[src/rtl/core/bdr_pkg.sv]
`default_nettype none

package bdr_pkg;

	localparam int DEPTH    = 64;
	localparam int DATA_W   = 32;
	localparam int ADDR_W   = (DEPTH > 1) ? $clog2(DEPTH) : 1;
	localparam int CNT_W    = $clog2(DEPTH + 1);
	localparam int OQ_DEPTH = 3;
	localparam int OQ_PTR_W = $clog2(OQ_DEPTH);
	localparam int OQ_CNT_W = $clog2(OQ_DEPTH + 1);

	typedef enum logic [1:0] {
		OP_INS_FRONT = 2'd0,
		OP_INS_REAR  = 2'd1,
		OP_DEL_REAR  = 2'd2,
		OP_DISPLAY   = 2'd3
	} func_t;

	typedef enum logic [1:0] {
		ST_OK    = 2'd0,
		ST_EMPTY = 2'd1,
		ST_FULL  = 2'd2
	} status_t;

	typedef struct packed {
		logic signed [DATA_W-1:0] value;
		status_t                  status;
		logic                     last;
	} res_t;

	typedef struct packed {
		logic                     we;
		logic [ADDR_W-1:0]        waddr;
		logic signed [DATA_W-1:0] wdata;
		logic                     re;
		logic [ADDR_W-1:0]        raddr;
	} mem_req_t;

	// ring slot of the entry at offset off from base, offset below DEPTH
	function automatic logic [ADDR_W-1:0] slot(input logic [ADDR_W-1:0] base,
			input logic [CNT_W-1:0] off);
		logic [CNT_W:0] sum;
		sum = (CNT_W+1)'(base) + (CNT_W+1)'(off);
		if (sum >= (CNT_W+1)'(DEPTH))
			sum = sum - (CNT_W+1)'(DEPTH);
		return sum[ADDR_W-1:0];
	endfunction

endpackage

`default_nettype wire

[src/rtl/core/bdr_store.sv]
`default_nettype none

module bdr_store
	import bdr_pkg::*;
(
	input  wire logic                     clk,
	input  wire mem_req_t                 req,
	output logic signed [DATA_W-1:0]      rdata
);

	logic signed [DATA_W-1:0] mem [DEPTH];

	always_ff @(posedge clk) begin
		if (req.we)
			mem[req.waddr] <= req.wdata;
	end

	always_ff @(posedge clk) begin
		if (req.re)
			rdata <= mem[req.raddr];
	end

endmodule

`default_nettype wire

[src/rtl/core/bdr_ctrl.sv]
`default_nettype none

module bdr_ctrl
	import bdr_pkg::*;
(
	input  wire logic                     clk,
	input  wire logic                     arst_n,
	input  wire logic                     in_valid,
	output logic                          in_ready,
	input  wire func_t                    in_func,
	input  wire logic signed [DATA_W-1:0] in_value,
	input  wire logic [OQ_CNT_W-1:0]      oq_count,
	output mem_req_t                      mem_req,
	input  wire logic signed [DATA_W-1:0] mem_rdata,
	output logic                          push,
	output res_t                          push_beat
);

	typedef enum logic {S_IDLE, S_DISP} state_t;

	state_t             state_q;
	logic [ADDR_W-1:0]  head_q;
	logic [CNT_W-1:0]   count_q;
	logic [CNT_W-1:0]   idx_q;
	logic               valid_s1;
	logic               from_mem_s1;
	status_t            status_s1;
	logic               last_s1;

	logic               credit;
	logic               accept;
	logic               full;
	logic               empty;
	logic [ADDR_W-1:0]  head_dec;
	logic               disp_step;
	logic               disp_last;

	// room in the output queue for every beat already in flight
	assign credit    = ((OQ_CNT_W+1)'(oq_count) + (OQ_CNT_W+1)'(valid_s1))
		< (OQ_CNT_W+1)'(OQ_DEPTH);
	assign in_ready  = (state_q == S_IDLE) && credit;
	assign accept    = in_valid && in_ready;
	assign full      = (count_q == CNT_W'(DEPTH));
	assign empty     = (count_q == '0);
	assign head_dec  = (head_q == '0) ? ADDR_W'(DEPTH - 1) : head_q - 1'b1;
	assign disp_step = (state_q == S_DISP) && credit;
	assign disp_last = (idx_q == count_q - 1'b1);

	always_comb begin
		mem_req       = '0;
		mem_req.wdata = in_value;
		if (accept) begin
			case (in_func)
				OP_INS_FRONT: begin
					mem_req.we    = !full;
					mem_req.waddr = head_dec;
				end
				OP_INS_REAR: begin
					mem_req.we    = !full;
					mem_req.waddr = slot(head_q, count_q);
				end
				OP_DEL_REAR: begin
					mem_req.re    = !empty;
					mem_req.raddr = slot(head_q, count_q - 1'b1);
				end
				default: begin
				end
			endcase
		end else if (disp_step) begin
			mem_req.re    = 1'b1;
			mem_req.raddr = slot(head_q, idx_q);
		end
	end

	always_ff @(posedge clk or negedge arst_n) begin
		if (!arst_n) begin
			state_q     <= S_IDLE;
			head_q      <= '0;
			count_q     <= '0;
			idx_q       <= '0;
			valid_s1    <= 1'b0;
			from_mem_s1 <= 1'b0;
			status_s1   <= ST_OK;
			last_s1     <= 1'b0;
		end else begin
			valid_s1 <= 1'b0;
			if (accept) begin
				valid_s1    <= 1'b1;
				from_mem_s1 <= 1'b0;
				status_s1   <= ST_OK;
				last_s1     <= 1'b1;
				case (in_func)
					OP_INS_FRONT: begin
						if (full) begin
							status_s1 <= ST_FULL;
						end else begin
							head_q  <= head_dec;
							count_q <= count_q + 1'b1;
						end
					end
					OP_INS_REAR: begin
						if (full)
							status_s1 <= ST_FULL;
						else
							count_q <= count_q + 1'b1;
					end
					OP_DEL_REAR: begin
						if (empty) begin
							status_s1 <= ST_EMPTY;
						end else begin
							from_mem_s1 <= 1'b1;
							count_q     <= count_q - 1'b1;
							if (count_q == CNT_W'(1))
								head_q <= '0;
						end
					end
					default: begin
						if (empty) begin
							status_s1 <= ST_EMPTY;
						end else begin
							// display beats come from the streaming state
							valid_s1 <= 1'b0;
							idx_q    <= '0;
							state_q  <= S_DISP;
						end
					end
				endcase
			end else if (disp_step) begin
				valid_s1    <= 1'b1;
				from_mem_s1 <= 1'b1;
				status_s1   <= ST_OK;
				last_s1     <= disp_last;
				idx_q       <= idx_q + 1'b1;
				if (disp_last)
					state_q <= S_IDLE;
			end
		end
	end

	assign push             = valid_s1;
	assign push_beat.value  = from_mem_s1 ? mem_rdata : '0;
	assign push_beat.status = status_s1;
	assign push_beat.last   = last_s1;

endmodule

`default_nettype wire

[src/rtl/core/bounded_deque_ring.sv]
// bounded deque of signed 32-bit values in a 64-entry ring memory, addressed by a
// head pointer and an entry count. s_tuser selects the operation (insert front,
// insert rear, delete rear, display) and s_tdata carries the value to insert.
// every operation answers with one beat (status ok, empty or full, tlast set),
// except display of a non-empty deque, which streams all entries front to rear
// with tlast on the final one. inserts and deletes can be accepted back to back
// while the output queue has room; a display holds s_tready low while it streams
// the stored entries, read one at a time through the single read port of the entry
// memory. results pass through a three-beat output queue, so input acceptance never
// depends on m_tready in the same cycle. no clearing pass runs after reset.
`default_nettype none

module bounded_deque_ring
	import bdr_pkg::*;
(
	input  wire logic        clk,
	input  wire logic        arst_n,
	input  wire logic        s_tvalid,
	output logic             s_tready,
	input  wire logic [31:0] s_tdata,   // [31:0] value_in
	input  wire logic [1:0]  s_tuser,   // [1:0] func
	output logic             m_tvalid,
	input  wire logic        m_tready,
	output logic [31:0]      m_tdata,   // [31:0] value_out
	output logic [1:0]       m_tuser,   // [1:0] status
	output logic             m_tlast
);

	mem_req_t                 mem_req;
	logic signed [DATA_W-1:0] mem_rdata;
	logic                     push;
	res_t                     push_beat;

	res_t                     oq_q [OQ_DEPTH];
	logic [OQ_PTR_W-1:0]      wr_ptr_q;
	logic [OQ_PTR_W-1:0]      rd_ptr_q;
	logic [OQ_CNT_W-1:0]      oq_count_q;
	logic                     pop;
	res_t                     head_beat;

	bdr_store u_store (
		.clk   (clk),
		.req   (mem_req),
		.rdata (mem_rdata)
	);

	bdr_ctrl u_ctrl (
		.clk       (clk),
		.arst_n    (arst_n),
		.in_valid  (s_tvalid),
		.in_ready  (s_tready),
		.in_func   (func_t'(s_tuser)),
		.in_value  (s_tdata),
		.oq_count  (oq_count_q),
		.mem_req   (mem_req),
		.mem_rdata (mem_rdata),
		.push      (push),
		.push_beat (push_beat)
	);

	assign pop = m_tvalid && m_tready;

	always_ff @(posedge clk) begin
		if (push)
			oq_q[wr_ptr_q] <= push_beat;
	end

	always_ff @(posedge clk or negedge arst_n) begin
		if (!arst_n) begin
			wr_ptr_q   <= '0;
			rd_ptr_q   <= '0;
			oq_count_q <= '0;
		end else begin
			if (push)
				wr_ptr_q <= (wr_ptr_q == OQ_PTR_W'(OQ_DEPTH - 1)) ? '0 : wr_ptr_q + 1'b1;
			if (pop)
				rd_ptr_q <= (rd_ptr_q == OQ_PTR_W'(OQ_DEPTH - 1)) ? '0 : rd_ptr_q + 1'b1;
			if (push && !pop)
				oq_count_q <= oq_count_q + 1'b1;
			else if (pop && !push)
				oq_count_q <= oq_count_q - 1'b1;
		end
	end

	assign head_beat = oq_q[rd_ptr_q];
	assign m_tvalid  = (oq_count_q != '0);
	assign m_tdata   = head_beat.value;
	assign m_tuser   = head_beat.status;
	assign m_tlast   = head_beat.last;

endmodule

`default_nettype wire

[config.mk]
export PLATFORM = sky130hd
export DESIGN_NAME = bounded_deque_ring
export DESIGN_NICKNAME = d
export VERILOG_FILES = /design/src/rtl/core/bdr_pkg.sv /design/src/rtl/core/bdr_store.sv /design/src/rtl/core/bdr_ctrl.sv /design/src/rtl/core/bounded_deque_ring.sv
export SDC_FILE = /design/constraint.sdc
export NUM_CORES = 2
export LEC_CHECK = 0
export CAP_MARGIN = 20
export CORE_ASPECT_RATIO = 0.75
export CORE_UTILIZATION = 60
export DETAILED_ROUTE_END_ITERATION = 10
export DONT_BUFFER_PORTS = 1
export PLACE_DENSITY = 0.73
export SYNTH_ARGS = -nofsm -noshare
export SYNTH_HDL_FRONTEND = slang
export SYNTH_SLANG_ARGS = --single-unit
[constraint.sdc]
create_clock -name clk -period 11.1 [get_ports clk]
set_input_delay 1.11 -clock clk [delete_from_list [all_inputs] [get_ports clk]]
set_output_delay 1.11 -clock clk [all_outputs]
set_load 0.02 [all_outputs]
==> run metrics <==
worst reg2reg path startpoint=u_ctrl.push; register bit total from synthesis=2217; WL/cell=36.42 um; synth top area cells=edfxtp_1 77%, mux4_2 14%, a22oi_1 2.3%, dfrtp_1 0.94%, a211oi_1 0.59%; Fin. Hold Viols=0; CTS clk-pin slew, worst paths=0.07 ns; Lkg Pwr=0.02930 uW; Area Growth Syn to Fin=11.24%; Placement Cell Area=0.08804 mm^2; # DRC=32; crit start category=flip-flop; Post-Synthesis Cell Area=0.08511 mm^2; Post-synth EDFFs=2185; register area=0.06642 mm^2; Setup crit end kind=flip-flop; Antenna Violating Nets Remaining=0; required time of the critical path=11.66 ns; maxcap violations=0; Num CTS Buffers=195; cts repair resizes=0; Crit Path Max Fanout=137; Die H=328.2 um; Synth Flop Type=edfxtp_1; I/O Buffers=0; crit share post-route=0.5304; worst skew pair latency=0.85 ns; router iterations before antenna repair=8; Psw=11470 uW; CTS tree=built; Initial Util=0.6055; Max Fclk=169.9 MHz; CTS root buffer=clkbuf_16; Logic pwr share=0.448; Worst-Margin Slew=1.268 ns; Synth Instances=3867; Final #Nets=4041; grt ovf=0; vias in the first global route=41040; violated checks=DRC; fin area=0.09467 mm^2; combined area of the multi-input logic cells=0.01816 mm^2; via count=42750; PD cells=323.3 mW/mm^2; synthesized area per cell=22.01 um^2; largest net degree at the start of global routing=138; DPL Wire Length=115400 um; IO Count=75; Synth async-reset ratio=0.01443; routability cong.=0.8350; RSZ-0062 raised after global routing=false; Synth Warn #=0; die width=436.9 um; clock buffer depth=3; FP Rows=119; CP Data Arrival Time=6.44 ns; starting DRC count in detailed routing=7563; filler cell count=8593; Final Slew Violations=0; Reg power frac=0.327; outcome=complete, but fails checks; Slew headroom=0.1547; vias per cell=7.088; Synth cell types=52; Worst R2R End=u_store.rdata[22]; Die ar.=0.1434 mm^2; gr usage total=0.3090; first-pass GRT wire length=308400 um; Min-Delay Path Class=in2async; sw frac=0.3749; Core ar.=0.1406 mm^2; sequential area share after synthesis=0.7804; Setup TNS Final=0 ns; final setup skew=0.04904 ns; R2R setup slack=5.21 ns; Detailed Route WL=219600 um; most area-hungry cell type in the Yosys netlist=edfxtp_1; Clock Power Share=0.225; FF-to-FF path depth=11; share of layout cells above drive strength 1=0.2482; VDD IR max=0.8076 mV; clock sinks=2217; H-tree depth=4; Final setup viols=0; initial antenna violation count=31; WS Path Type=reg2reg; Synthesized Nets=3932; Yosys top cell area share=0.7710; Cell Int Power=19130 uW; final critical-path required period=5.887 ns
-- metal layers --
| metal | GRT usage | vias to the layer above | wire length (um) |
|---|---|---|---|
| met5 | 0 | - | 55 |
| met4 | 0.08331 | 8 | 5848 |
| met1 | 0.4602 | 22400 | 82460 |
| met3 | 0.09440 | 328 | 32400 |
| met2 | 0.4519 | 3343 | 98860 |
| li1 | - | 16660 | - |
-- final cells by class --
cell class                 count  share of cell area
antenna                       14           0.0003701
clock buffer                 236             0.05362
clock inverter               127             0.01480
inverter                      13           0.0005155
multi-input combinational   1416              0.1919
sequential                  2217              0.7016
tap                         1875             0.02478
timing repair buffer         133             0.01245
-- Yosys cell counts, types with 2 or more instances --
cell type	n
nor2_1	81
nor3_1	14
o21a_1	3
dfrtp_1	32
mux2i_1	38
and2_1	36
o21ai_0	58
a211oi_1	67
or3_1	2
buf_6	22
fa_1	3
nand3_1	14
a22oi_1	259
buf_4	7
clkbuf_1	109
a21o_1	11
a21oi_1	90
or4_1	34
mux2_2	4
buf_1	8
a22o_1	2
nand4_1	6
or2_2	5
o2111ai_1	2
o211ai_1	5
buf_2	74
xor2_1	20
and3b_1	2
ha_1	24
xnor2_1	15
edfxtp_1	2185
and3_1	8
nor2b_1	5
mux4_2	512
nand2_1	81
inv_1	13
-- power groups by stage --
| stage | registers [uW] | clock network [uW] | logic, uW |
|---|---|---|---|
| finish | 10000 | 6900 | 13700 |
| global route | 10000 | 7250 | 14300 |
| CTS | 9990 | 6950 | 13500 |
| detailed placement | 10200 | 0 | 13400 |
| global placement | 10200 | 0 | 13200 |
| floorplan | 9980 | 0 | 9370 |
-- layout by cell type, fill, tap and decap left out, drive strengths merged, types with 14 or more instances in the layout --
master / synthesis / routed
edfxtp: 2185 / 2185
mux4: 512 / 512
a22oi: 259 / 259
clkbuf: 110 / 241
buf: 111 / 128
a21oi: 90 / 90
clkinv: 0 / 87
nand2: 81 / 81
nor2: 81 / 81
a211oi: 68 / 68
o21ai: 58 / 58
mux2i: 38 / 38
and2: 36 / 36
or4: 34 / 34
dfrtp: 32 / 32
bufinv: 0 / 25
ha: 24 / 24
inv: 13 / 22
xor2: 20 / 20
xnor2: 15 / 15
diode: 0 / 14
nand3: 14 / 14
nor3: 14 / 14
-- flip-flops by register name, summed over array words and instances, names as in the netlist --
signal              count
oq_count_q              2
u_store.mem          2048
u_ctrl.last_s1          1
u_ctrl.idx_q            7
u_ctrl.state_q          1
u_store.rdata          32
u_ctrl.count_q          7
u_ctrl.head_q           6
u_ctrl.status_s1        2
wr_ptr_q                2
u_ctrl.from_mem_s1      1
oq_q                  105
u_ctrl.push             1
rd_ptr_q                2
-- repair_timing --
| action | CTS | global route |
|---|---|---|
| endpoints found under the hold margin | 32 | 0 |
| setup buffers | 0 | 0 |
| hold buffers | 1 | 0 |
| endpoints found under the setup margin | 0 | 0 |
-- cells by family (layout without fill, tap and decap cells) --
logic type,Yosys count,in the layout,synth area share
AND/OR/NAND/NOR,294,294,0.01710
adder cells (fa/ha/maj),27,27,0.004234
multiplexers,554,554,0.1405
flip-flops,2217,2217,0.7804
XOR/XNOR,35,35,0.003602
AO/OA/AOI/OAI,506,506,0.04053
buffers and inverters,234,509,0.01367
other,0,14,0
-- worst max path at each step --
| stage | from | endpoint | slack (ns) |
|---|---|---|---|
| 5_1_grt | u_ctrl.push | u_store.rdata[22] | 5.16 |
| 3_5_place_dp | u_ctrl.push | u_store.rdata[22] | 5.45 |
| 4_1_cts | u_ctrl.push | u_store.rdata[22] | 5.39 |
| 3_3_place_gp | u_ctrl.push | u_store.rdata[9] | 5.42 |
| 2_1_floorplan | s_tuser[0] | u_store.rdata[0] | 6.72 |
| 6_report | u_ctrl.push | u_store.rdata[22] | 5.21 |
-- worst max-delay path: stages, from the launching register on --
cell      delay [ns]
dfrtp_1         0.42
ha_1            0.22
ha_1            0.32
a211oi_4        0.53
nand2_1         0.32
o22ai_4         0.71
buf_12          0.63
buf_4           0.58
mux4_2          0.40
a22oi_1         0.25
a21oi_1         0.33
or4_1           0.61
-- stage by stage --
step | setup WS [ns] | std cells | hold slack, ns | total power, uW | util
after detailed placement | 5.446 | 5645 | 0.5000 | 23600 | 0.6264
after floorplan | 6.716 | 3867 | 0.4540 | 19350 | -
after CTS | 5.389 | 6009 | 0.06567 | 30480 | 0.6726
after global routing | 5.164 | 6017 | 0.09108 | 31580 | 0.6733
final | 5.213 | 6031 | 0.1116 | 30610 | 0.6735
after global placement | 5.421 | 5634 | 0.4856 | 23390 | 0.6257
Power figures use the tool's default switching activity.
